### src/sv/tssu_pkg.sv
// Package for the thread sync unit: command and status codes, controller state type.
// No dependencies.
package tssu_pkg;

  typedef enum logic [2:0] {
    CMD_CREATE = 3'd0,
    CMD_YIELD  = 3'd1,
    CMD_EXIT   = 3'd2,
    CMD_LOCK   = 3'd3,
    CMD_UNLOCK = 3'd4,
    CMD_WAIT   = 3'd5,
    CMD_SIGNAL = 3'd6,
    CMD_JOIN   = 3'd7
  } cmd_t;

  typedef enum logic [2:0] {
    ST_OK       = 3'd0,
    ST_BUSY     = 3'd1,
    ST_BAD_IDX  = 3'd2,
    ST_FULL     = 3'd3,
    ST_EMPTY    = 3'd4,
    ST_NOT_HELD = 3'd5,
    ST_HALT     = 3'd6,
    ST_DEADLOCK = 3'd7
  } status_t;

  // Controller states, one-hot
  typedef enum logic [5:0] {
    S_IDLE   = 6'b000001,
    S_RDQ    = 6'b000010,
    S_EXEC   = 6'b000100,
    S_RDSLOT = 6'b001000,
    S_SEARCH = 6'b010000,
    S_OUT    = 6'b100000
  } state_t;

  // Commands from controller to datapath
  typedef struct packed {
    logic load;      // capture input item
    logic exec;      // apply command updates
    logic slot_done; // slot read data valid: unblock waiter
    logic srch_init; // start round-robin search
    logic srch_step; // examine one candidate
  } dp_cmd_t;

  // Status from datapath to controller
  typedef struct packed {
    logic need_slot; // signal will pop a queue slot
    logic need_sw;   // command needs a thread switch
    logic srch_end;  // search finished this step
  } dp_sts_t;

endpackage

### src/sv/tssu_ctrl.sv
// Controller state machine of the thread sync unit.
// Depends on tssu_pkg.
module tssu_ctrl import tssu_pkg::*; (
  input  logic    clk,
  input  logic    rst_n,
  input  logic    in_valid,
  output logic    in_stall,
  output logic    out_valid,
  input  logic    out_stall,
  input  dp_sts_t sts,
  output dp_cmd_t cmd
);

  state_t state_r, state_nxt;

  assign in_stall  = (state_r != S_IDLE);
  assign out_valid = (state_r == S_OUT);

  // Next state and datapath commands
  always_comb begin
    state_nxt = state_r;
    cmd       = '0;
    case (state_r)
      S_IDLE: begin
        if (in_valid) begin
          cmd.load  = 1'b1;
          state_nxt = S_RDQ;
        end
      end
      // queue pointer RAM read in flight
      S_RDQ: begin
        state_nxt = S_EXEC;
      end
      S_EXEC: begin
        cmd.exec = 1'b1;
        if (sts.need_slot) begin
          state_nxt = S_RDSLOT;
        end else if (sts.need_sw) begin
          cmd.srch_init = 1'b1;
          state_nxt     = S_SEARCH;
        end else begin
          state_nxt = S_OUT;
        end
      end
      S_RDSLOT: begin
        cmd.slot_done = 1'b1;
        state_nxt     = S_OUT;
      end
      S_SEARCH: begin
        cmd.srch_step = 1'b1;
        if (sts.srch_end) begin
          state_nxt = S_OUT;
        end
      end
      S_OUT: begin
        if (!out_stall) begin
          state_nxt = S_IDLE;
        end
      end
      default: state_nxt = S_IDLE;
    endcase
  end

  always_ff @(posedge clk) begin
    if (!rst_n) begin
      state_r <= S_IDLE;
    end else begin
      state_r <= state_nxt;
    end
  end

endmodule

### config.mk
export PLATFORM = sky130hd
export DESIGN_NAME = tssu_ctrl
export DESIGN_NICKNAME = d
export VERILOG_FILES = /design/src/sv/tssu_pkg.sv /design/src/sv/tssu_ctrl.sv
export SDC_FILE = /design/constraint.sdc
export NUM_CORES = 1
export LEC_CHECK = 0
export BUFFER_PORTS_ARGS = -buffer_cell sky130_fd_sc_hd__buf_2
export CORE_AREA = 2 2 39 41
export CTS_CLUSTER_SIZE = 16
export DETAILED_ROUTE_END_ITERATION = 8
export DIE_AREA = 0 0 41 43
export PLACE_DENSITY_LB_ADDON = 0.15
export REMOVE_ABC_BUFFERS = 1
export SLEW_MARGIN = 20
export SYNTH_ARGS = -nofsm -noshare
export SYNTH_HDL_FRONTEND = slang
export SYNTH_SLANG_ARGS = --single-unit
### constraint.sdc
create_clock -name clk -period 1.99 [get_ports clk]
set_input_delay 0 -clock clk [delete_from_list [all_inputs] [get_ports clk]]
set_output_delay 0 -clock clk [all_outputs]
set_load 0.02 [all_outputs]
Word level (Yosys, flattened, before mapping)
Index checks and enable logic that the tools add are counted.
- eq/ne operators: 10
- muxes and demuxes: 14
- reductions and logical operators: 1
- operator list (operator ; number):
    6-bit case mux with 6 select lines ; 1
    6-bit two-way mux ; 5
    1-bit two-way mux ; 8
    6-bit by 1-bit == test with 1-bit output, second input constant ; 1
    6-bit by 2-bit == test with 1-bit output, second input constant ; 1
    6-bit by 3-bit == test with 1-bit output, second input constant ; 1
    6-bit by 4-bit == test with 1-bit output, second input constant ; 1
    6-bit by 5-bit == test with 1-bit output, second input constant ; 1
    6-bit == test, second input constant ; 1
    2-bit inequality test, second input constant ; 3
    6-bit by 1-bit inequality test with 1-bit output, second input constant ; 1
    3-bit AND reduction ; 1
- register bits after elaboration: 6
- input port bits: 7
- output and inout port bits: 7
- word-level logic and storage cells: 26

Logic depth before layout (Yosys ltp)
Gate-level depths: netlist (run 1).
- depth after elaboration: 3
- depth in mapped cells: 4
- depth with buffers taken out: 4

Worst setup path before layout (run 1)
Ideal clock, no wire load.
- path type: flip-flop to flip-flop
- start point: reg state_r[0]
- end point: reg state_r[3]
- setup time: 0.116 ns
- data arrival time: 1.322 ns
- data required time: 1.874 ns
- path slack: 0.553 ns
- stages on the path, launching flop included: 5
- path buffers: 0
- period minus slack after synthesis: 1.437 ns
- cells stage by stage: dfxtp_1 or4_4 nor3_4 nor3_1 and3_1
- word-level cells in the longest chain between the ends: 3
- elaborated cells on any way between the ends: 11
- classes of those cells: eq/ne (9); mux (1); reduce/logical (1)
- ends and longest elaborated chain (item ; RTL line ; source):
    from (decl) ; tssu_ctrl.sv:14 ; state_t state_r, state_nxt;
    from (signal assigned) ; tssu_ctrl.sv:68 ; state_r <= state_nxt;
    6-bit by 5-bit == test with 1-bit output, or another cell as far along ; tssu_ctrl.sv:23 ; case (state_r)
    2-bit inequality test (no line) ; n/a ;
    3-bit AND reduction (no line) ; n/a ;
Several ways; a longest one is shown, not always the timed one.
A chain may end at the register's enable or synchronous reset.

==> summary.md, run 1 <==
| Metric | Value |
|---|---|
| Status | `complete, no violations` |
| Inst Count DP | `73` |
| Total Routing Usage GR | `12.1%` |
| Crit Path Class | `reg2out` |
| Clk pin slew, worst setup/hold paths | `0.05 ns` |
| Biggest register | `state_r` |
| Syn Inst Count | `45` |
| Seq cells post-synth | `6` |
| Post-CTS Hold Buffers | `0` |
| Lkg Pwr | `about 0.23 nW` |
| Synth warn | `0` |
| Max Clk Rate | `596 MHz` |
| Commonest non-fill, non-tap cell in the layout | `buf_2` |
| R2R cell count | `4` |
| CTS H-tree lvls | `1` |
| Synthesis-to-layout area growth | `26.1%` |
| Skew final | `0.00450 ns` |
| CTS resizes | `0` |
| Hold path startpoint | `sts[2]` |
| Routed WL | `855 microns` |
| CP Data Required Time | `1.99 ns` |
| Total of max-cap violations | `0` |
| Largest net degree at the start of global routing | `7` |
| Full die area | `1760 sq um` |
| Vias/cell | `4.84` |
| Reg area | `120 sq um` |
| Die Y | `roughly 43 microns` |
| Worst hold path type | `in2reg` |
| DRT met1 WL | `around 420 microns` |
| Vias in the first global route | `348` |
| Port buffer count | `13` |
| Clock buffer count from CTS | `3` |
| # IOs | `14` |
| Drt drc | `0` |
| DPL Wire Length | `719 microns` |
| Initial DRC Count | `6` |
| Distinct cells, synth | `23` |
| Num Clock Sinks | `6` |
| Setup violations, final | `0` |
| Highest routed layer | `met4` |
| Routed Antenna Nets | `0` |
| End of the worst hold path | `state_r[3]` |
| Later-pin clock latency in the skew report | `approximately 0.25 ns` |
| RSZ-0062 raised after global routing | `no` |
| Max reg flops | `6` |
| Final non-filler cell total | `76` |
| Final Hold Fails | `0` |
| Row count | `14` |
| Multi-input logic area | `between 200 and 250 sq um` |
| Synthesized cell area | `384 sq um` |
| VDD IR max | `0.000307 V` |
| Clock tree buffer depth | `2` |
| Clk root buf | `clkbuf_4` |
| Worst Path Arrival | `approximately 1.7 ns` |
| Least-Margin Pin Slew | `~0.26 ns` |
| Worst R2R Setup Slack | `0.45 ns` |
| DR WL met2 | `365 microns` |
| Starting density of the core | `27.8%` |
| Slew Limit Fails | `0` |
| Drt wl/cell | `11.3 microns` |
| Layout cells sized above 1 | `38.3%` |
| Reg2Reg Capture Point | `state_r[0]` |
| Rel. slew slack | `82.8%` |
| Routed met3 length | `57 microns` |
| Final worst-path cycle share | `84.3%` |
| Cell Chain, Critical Path | `or4_4 -> nor2_1 -> and2_1 -> buf_2` |
| Startpoint types | `register` |
| Fin nets | `between 60 and 70` |
| Max FO, Critical Path | `5` |
| Fin crit period | `~1.7 ns` |
| GP Congestion | `0.698` |
| TritonCTS clock tree | `done` |
| Largest regs | `state_r: 6 flops` |
| Filler instances | `147` |
| Seq/Total Area, Yosys | `31.3%` |
| Hold depth | `2` |
| Crit end category | `output pin` |
| Core area | `1380 sq um` |
| Grt total ovfl | `0` |
| Antenna violations before repair | `0` |
| Post-CTS setup buffers | `0` |
| First-pass GRT wire length | `1410 microns` |
| DIE WIDTH | `41 microns` |
| RR Startpoint | `state_r[5]` |
| PwrDens | `roughly 630 nW/um^2` |
| Routed vias | `368` |
| CP peak stage delay | `about 0.57 ns` |
| Slowest-stage cell, CP | `or4_4` |
| 1st-pass router iterations | `2` |
| Final core utilization | `35.0%` |
| Commonest non-fill, non-tap cells in the layout | `buf_2 (13), dfxtp_1 (6), nor3_1 (5), nor2_1 (5), nor3b_1 (4)` |
| TNS Setup | `0 ns` |
| Synthesized area per cell | `8.54 sq um` |
| Diode count | `0` |
[power breakdown]
group	internal (mW)	switching [mW]
logic	0.0280	0.0340
clock network	0.0682	0.0434
registers	0.125	0.00493
total	0.221	0.0824
[worst max-delay path: cells and delay by family, from the launching register on]
kind                   cells  cell delay (ns)
buffers and inverters      1             0.15
and+or+nand+nor            3             0.94
DFF                        1             0.34
[layout make-up]
| type | instances | area share, % |
|---|---|---|
| sequential | 6 | 24.8 |
| timing repair buffer | 13 | 13.4 |
| multi-input combinational | 35 | 50.6 |
| clock buffer | 3 | 4.65 |
| inverter | 3 | 2.33 |
| tap | 16 | 4.13 |
[stage by stage]
| stage | setup slack (ns) | hold slack, ns | instance area (sq um) | total power, mW |
|---|---|---|---|---|
| floorplan | 0.438 | 0.0889 | 377 | 0.175 |
| global placement | 0.417 | 0.263 | 462 | 0.195 |
| detailed placement | 0.456 | 0.261 | 462 | 0.194 |
| CTS | 0.297 | 0.00101 | 484 | 0.310 |
| global route | 0.222 | 0.0179 | 484 | 0.321 |
| finish | 0.313 | 0.00764 | 484 | 0.304 |
[per-layer routing]
| layer | vias up | GRT usage, % |
|---|---|---|
| met5 | - | 0 |
| met4 | 0 | 6.00 |
| met3 | 2 | 4.71 |
| met2 | 11 | 16.6 |
| met1 | 160 | 16.1 |
| li1 | 195 | - |
[kinds of logic after synthesis]
| family | share of synthesized area [%] |
|---|---|
| AND/OR/NAND/NOR | 49.8 |
| flip-flops | 31.3 |
| AO/OA/AOI/OAI | 11.7 |
| buffers and inverters | 4.89 |
| XOR/XNOR | 2.28 |
[cells in the mapped netlist]
master    number  share of area (%)
or2b_2         2                4.6
nor2_1         5                4.9
a21o_1         1                2.0
nand3_1        1                1.3
inv_1          3                2.9
nor3_1         5                6.5
or4_1          1                2.0
o21a_1         1                2.0
and3_1         2                3.3
buf_4          1                2.0
nand3b_1       1                2.0
nor3_4         1                4.2
o31ai_2        1                3.3
nor4_1         1                1.6
nor2_2         1                1.6
and2_1         2                3.3
xnor2_1        1                2.3
or4_4          2                5.9
nand2_1        1               0.98
o311a_1        1                2.6
nor3b_1        4                7.8
o211ai_1       1                2.0
dfxtp_1        6                 31
[worst max-delay path by stage]
stage	cells after the start	end	start	slack, ns
3_5_place_dp	4	state_r[0]	state_r[5]	0.46
4_1_cts	4	cmd[4]	state_r[5]	0.30
5_1_grt	4	cmd[4]	state_r[5]	0.22
2_1_floorplan	4	state_r[4]	state_r[0]	0.44
3_3_place_gp	4	state_r[0]	state_r[5]	0.42
6_report	4	cmd[4]	state_r[5]	0.31
No activity file was read; power rests on OpenSTA's default activity.
==> run 2, diff against run 1 <==
==> constraint.sdc (replaced) <==
create_clock -name clk -period 1.6 [get_ports clk]
set_input_delay 0 -clock clk [delete_from_list [all_inputs] [get_ports clk]]
set_output_delay 0 -clock clk [all_outputs]
set_load 0.02 [all_outputs]
==> summary.md, run 2 (synthesis gave the netlist of run 1 again) <==
| Metric | Value |
|---|---|
| Status | `complete, no violations` |
| VDD IR max | `0.000348 V (+14%)` |
| Largest regs | `state_r: 6 flops` |
| Final Hold Fails | `0 (unchanged)` |
| Setup violations, final | `0 (unchanged)` |
| CTS H-tree lvls | `1 (unchanged)` |
| Synthesis-to-layout area growth | `45.6%` |
| Least-Margin Pin Slew | `0.213 ns (-0.0451 ns)` |
| Max FO, Critical Path | `4 (-1)` |
| CP Data Required Time | `1.60 ns (-0.39 ns)` |
| Layout cells sized above 1 | `55.6% (+17 points)` |
| GP Congestion | `0.703 (+0.73%)` |
| Fin nets | `72 (+4.3%)` |
| Die Y | `43 microns (unchanged)` |
| RSZ-0062 raised after global routing | `yes` |
| Routed vias | `394 (+7.1%)` |
| Clk root buf | `clkbuf_4` |
| First-pass GRT wire length | `1450 microns (+3.0%)` |
| # IOs | `14 (unchanged)` |
| Worst hold path type | `in2reg` |
| 1st-pass router iterations | `4 (+2)` |
| DPL Wire Length | `699 microns (-2.8%)` |
| Drt drc | `0 (unchanged)` |
| Largest net degree at the start of global routing | `7 (unchanged)` |
| Total Routing Usage GR | `12.2% (+0.012 points)` |
| Row count | `14 (unchanged)` |
| Final worst-path cycle share | `a little over nine tenths` |
| Fin crit period | `1.56 ns` |
| Later-pin clock latency in the skew report | `0.25 ns (about the same)` |
| Diode count | `0 (unchanged)` |
| TritonCTS clock tree | `done` |
| Clock tree buffer depth | `2 (unchanged)` |
| DIE WIDTH | `41 microns (unchanged)` |
| Core area | `1380 sq um (unchanged)` |
| Full die area | `1760 sq um (unchanged)` |
| Starting density of the core | `27.8% (unchanged)` |
| Final Instance Area | `559 sq um (+16%)` |
| Rel. slew slack | `85.7% (+2.9 points)` |
| Clock buffer count from CTS | `3 (unchanged)` |
| Skew final | `0.00666 ns (+0.00215 ns)` |
| Startpoint types | `register` |
| Routed WL | `885 microns (+3.5%)` |
| Multi-input logic area | `289 sq um (+18%)` |
| Biggest register | `state_r` |
| Commonest non-fill, non-tap cells in the layout | `buf_2 (12), nor2_1 (4), dfxtp_1 (4)` |
| Lkg Pwr | `0.258 nW (+12%)` |
| Num Clock Sinks | `6 (unchanged)` |
| TNS Setup | `0 ns (unchanged)` |
| Filler instances | `142 (-3.4%)` |
| Antenna violations before repair | `0 (unchanged)` |
| PwrDens | `729 nW/um^2 (+16%)` |
| Routed Antenna Nets | `0 (unchanged)` |
| Crit end category | `output pin` |
| Final core utilization | `40.4% (+5.4 points)` |
| Post-CTS Hold Buffers | `0 (unchanged)` |
| Port buffer count | `13 (unchanged)` |
| Max reg flops | `6 (unchanged)` |
| Grt total ovfl | `0 (unchanged)` |
| Max Clk Rate | `641 MHz` |
| Vias/cell | `4.99 (+3.0%)` |
| Clk pin slew, worst setup/hold paths | `0.05 ns (about the same)` |
| Total of max-cap violations | `0 (unchanged)` |
| Worst Path Arrival | `1.56 ns (-0.12 ns)` |
| Initial DRC Count | `6 (unchanged)` |
| Placed cell area | `477 sq um (+3.3%)` |
| Total Power | `407 uW (+34%)` |
| Vias in the first global route | `357 (+2.6%)` |
| Reg area | `123 sq um (+2.1%)` |
| Slew Limit Fails | `0 (unchanged)` |
| Commonest non-fill, non-tap cell in the layout | `buf_2` |
| Drt wl/cell | `11.2 microns (-0.42%)` |
| Crit Path Class | `reg2out` |
-- run 2: cell types whose count changed in the layout (fill, tap and decap cells not counted), sizes merged --
| cell | previous run | this run |
|---|---|---|
| buf | 13 | 16 |
-- run 2: final timing paths --
path         cells after the start  slack, ns  startpoint         end
max                              4       0.04  state_r[3]      cmd[4]
min                              2       0.02      sts[2]  state_r[3]
max reg2reg                      4       0.07  state_r[2]  state_r[0]
min reg2reg                      4       0.69  state_r[2]  state_r[0]
-- run 2: final cells by class --
| type | instances | area share (%) |
|---|---|---|
| Clock buffer | 3 | 4.03 |
| Inverter | 3 | 2.01 |
| Multi-Input combinational cell | 35 | 51.7 |
| Sequential cell | 6 | 21.9 |
| Tap cell | 16 | 3.58 |
| Timing Repair Buffer | 16 | 16.8 |
-- run 2: per-layer routing --
metal / global-route usage, % / part of all wire, %
met1: 16.5 / 46
met3: 1.57 / 6.2
met5: 0 / 0
met4: 8.00 / 1.7
met2: 17.2 / 46
-- run 2: power by group --
part	switching (mW)	internal, mW	leakage (nW)	total [mW]
Sequential	0.00641	0.156	0.0498	0.162
Combinational	0.0523	0.0530	0.195	0.105
Clock	0.0552	0.0849	0.0138	0.140
-- run 2: stage by stage --
step	setup WS [ns]	instances	hold slack, ns
after detailed placement	0.0485	75	0.263
after floorplan	0.0482	44	0.0889
final	0.0408	79	0.0202
after CTS	0.00537	78	0.00533
after global routing	-0.0238	79	0.0313
after global placement	0.0220	75	0.264
-- run 2: worst max-delay path, cell delays in order, from the launching register on --
cell     delay, ns
dfxtp_2       0.32
or4_4         0.59
nor2_4        0.15
and2_4        0.15
buf_6         0.10
-- run 2: timing repair --
action                                  CTS  global route
endpoints found under the hold margin     0             0
pin swaps                                 0             8
endpoints found under the setup margin    3             6
gates resized for setup                   3            10
setup buffers                             0             1
==> run 3, diff against run 2 <==
--- a/config.mk
+++ b/config.mk
@@ -7,11 +7,9 @@
 export LEC_CHECK = 0
 export BUFFER_PORTS_ARGS = -buffer_cell sky130_fd_sc_hd__buf_2
 export CORE_AREA = 2 2 39 41
-export CTS_CLUSTER_SIZE = 16
 export DETAILED_ROUTE_END_ITERATION = 8
 export DIE_AREA = 0 0 41 43
 export PLACE_DENSITY_LB_ADDON = 0.15
-export REMOVE_ABC_BUFFERS = 1
 export SLEW_MARGIN = 20
 export SYNTH_ARGS = -nofsm -noshare
 export SYNTH_HDL_FRONTEND = slang
==> summary.md, run 3 (synthesis gave the netlist of run 1 again) <==
| Metric | Value |
|---|---|
| GP Congestion | `0.702 (-0.21%)` |
| Slowest-stage cell, CP | `or4_4` |
| Starting density of the core | `27.8% (unchanged)` |
| Diode count | `0 (unchanged)` |
| Commonest non-fill, non-tap cell in the layout | `buf_2` |
| R2R cell count | `5 (+1)` |
| Fin nets | `75 (+4.2%)` |
| Row count | `14 (unchanged)` |
| Skew final | `0.00399 ns (-0.00267 ns)` |
| Grt total ovfl | `0 (unchanged)` |
| # IOs | `14 (unchanged)` |
| Clock tree buffer depth | `2 (unchanged)` |
| Slew Limit Fails | `0 (unchanged)` |
| Max Clk Rate | `647 MHz (+0.80%)` |
| Setup violations, final | `0 (unchanged)` |
| Port buffer count | `13 (unchanged)` |
| Final Instance Area | `568 sq um (+1.6%)` |
| Max reg flops | `6 (unchanged)` |
| Crit end category | `output pin` |
| Commonest non-fill, non-tap cells in the layout | `buf_2 (12), buf_4 (6), dfxtp_1 (5), nor2_1 (4), nor3_1 (4)` |
| First-pass GRT wire length | `1520 microns (+4.8%)` |
| Core area | `1380 sq um (unchanged)` |
| Layout cells sized above 1 | `54.5% (-1.0 points)` |
| Switch share | `27.7% (-0.25 points)` |
| 1st-pass router iterations | `2 (-2)` |
| Biggest register | `state_r` |
| Routed WL | `963 microns (+8.8%)` |
| Post-CTS Hold Buffers | `0 (unchanged)` |
| Fin crit period | `1.55 ns (-0.0124 ns)` |
| Internal Pwr Total | `283 uW (-3.5%)` |
| Reg2Reg Capture Point | `state_r[3]` |
| Routed Antenna Nets | `0 (unchanged)` |
| Drt drc | `0 (unchanged)` |
| Routed vias | `388 (-1.5%)` |
| CP peak stage delay | `0.53 ns (-0.06 ns)` |
| PwrDens | `690 nW/um^2 (-5.3%)` |
| Sequential power share | `41.7% (+1.9 points)` |
| Total of max-cap violations | `0 (unchanged)` |
| Clk root buf | `clkbuf_4` |
| Total Power | `392 uW (-3.8%)` |
| Dpl ws | `-0.00433 ns (-0.0528 ns)` |
| Synthesis-to-layout area growth | `47.9%` |
| Crit Path Class | `reg2out` |
| Hold path startpoint | `rst_n` |
| Final Hold Fails | `0 (unchanged)` |
| Total Routing Usage GR | `12.9% (+0.73 points)` |
| Final non-filler cell total | `82 (+3.8%)` |
| Max FO, Critical Path | `5 (+1)` |
| TritonCTS clock tree | `done` |
| Status | `complete, no violations` |
| Clock buffer count from CTS | `3 (unchanged)` |
| VDD IR max | `0.000379 V (+8.8%)` |
| RR Startpoint | `state_r[2]` |
| Startpoint types | `register` |
| Rel. slew slack | `84.5% (-1.2 points)` |
| Combinational power share | `23.2% (-2.6 points)` |
| Final core utilization | `41.0% (+0.63 points)` |
| Full die area | `1760 sq um (unchanged)` |
| Final worst-path cycle share | `96.7% (-0.77 points)` |
| Hold slack | `0.0327 ns (+0.0125 ns)` |
| Later-pin clock latency in the skew report | `0.24 ns (about the same)` |
| Clk pin slew, worst setup/hold paths | `0.04 ns (about the same)` |
| Vias in the first global route | `379 (+6.2%)` |
| Cell Chain, Critical Path | `buf_6 -> or4_4 -> nor3b_2 -> buf_4` |
| Initial DRC Count | `3 (-3)` |
| Largest regs | `state_r: 6 flops` |
| Die Y | `43 microns (unchanged)` |
| Clock power share | `35.0% (+0.6 points)` |
| Worst R2R Setup Slack | `0.08 ns (about the same)` |
| CTS H-tree lvls | `1 (unchanged)` |
| Drt wl/cell | `11.7 microns (+4.8%)` |
| Placed cell area | `492 sq um (+3.1%)` |
| Vias/cell | `4.73 (-5.1%)` |
| DIE WIDTH | `41 microns (unchanged)` |
| Antenna violations before repair | `0 (unchanged)` |
| Lkg Pwr | `0.269 nW (+4.2%)` |
| Setup ws final | `0.0532 ns (+0.0124 ns)` |
| Worst Path Arrival | `1.55 ns (about the same)` |
| TNS Setup | `0 ns (unchanged)` |
| Inst Count DP | `77 (+2.7%)` |
| RSZ-0062 raised after global routing | `yes` |
| Hold depth | `2 (unchanged)` |
| Worst hold path type | `in2reg` |
| DPL Wire Length | `745 microns (+6.5%)` |
| P_sw | `109 uW (-4.6%)` |
| End of the worst hold path | `state_r[4]` |
| Largest net degree at the start of global routing | `6 (-1)` |
| CP Data Required Time | `1.60 ns (about the same)` |
| Syn nets | `52` |
| Num Clock Sinks | `6 (unchanged)` |
| Least-Margin Pin Slew | `0.231 ns (+0.0185 ns)` |
[run 3: changes by cell type in the layout (fill, tap and decap cells not counted)]
| cell | change |
|---|---|
| o31ai_2 | +1 |
| and2_1 | +1 |
| or4_1 | -1 |
| buf_4 | +3 |
| dfxtp_2 | -1 |
| or4_4 | +1 |
| o31ai_4 | -1 |
| nor3_2 | -1 |
| dfxtp_1 | +1 |
| and2_4 | -1 |
| nor3_1 | +1 |
[run 3: what timing repair did]
action | in CTS | in global routing
gates cloned | 0 | 0
setup endpoints to repair | 3 | 6
endpoints found under the hold margin | 0 | 0
buffers inserted | 0 | 2
gates resized for setup | 3 | 7
pin swaps | 1 | 4
[run 3: worst max path at each step]
stage | start | to | slack (ns) | cells after the start
CTS | state_r[5] | cmd[1] | 0.002 | 5
global placement | state_r[5] | state_r[3] | 0.0009 | 5
floorplan | state_r[0] | state_r[3] | 0.16 | 4
detailed placement | state_r[5] | state_r[3] | -0.004 | 5
finish | state_r[2] | cmd[2] | 0.05 | 4
global route | state_r[2] | cmd[2] | -0.006 | 4
[run 3: layout make-up]
type / instances / area, sq um
well taps: 16 / 20.0
clock buffers: 3 / 22.5
fillers: 156 / 816
flip-flops and latches: 6 / 121
repair buffers: 19 / 116
multi-input cells: 35 / 277
inverters: 3 / 11.3
[run 3: per-layer routing]
metal | vias up | GRT usage [%] | part of all wire (%) | wire, microns
met4 | 0 | 10.0 | 0.42 | 4
met5 | - | 0 | 0 | 0
met2 | 11 | 16.6 | 42 | 404
met3 | 2 | 1.57 | 4.5 | 43
met1 | 169 | 18.5 | 53 | 510
li1 | 206 | - | - | -
[run 3: power by group through the flow]
| stage | combinational, mW | clock (mW) | sequential [mW] |
|---|---|---|---|
| floorplan | 0.0545 | 0 | 0.163 |
| global placement | 0.0792 | 0 | 0.165 |
| CTS | 0.0857 | 0.144 | 0.161 |
| finish | 0.0910 | 0.137 | 0.164 |
| detailed placement | 0.0798 | 0 | 0.164 |
| global route | 0.0989 | 0.151 | 0.165 |
[run 3: critical path, delay by kind of cell (launching register included)]
kind | cells | cell delay, ns
buffers and inverters | 2 | 0.27
flip-flops | 1 | 0.32
AND/OR/NAND/NOR | 2 | 0.72
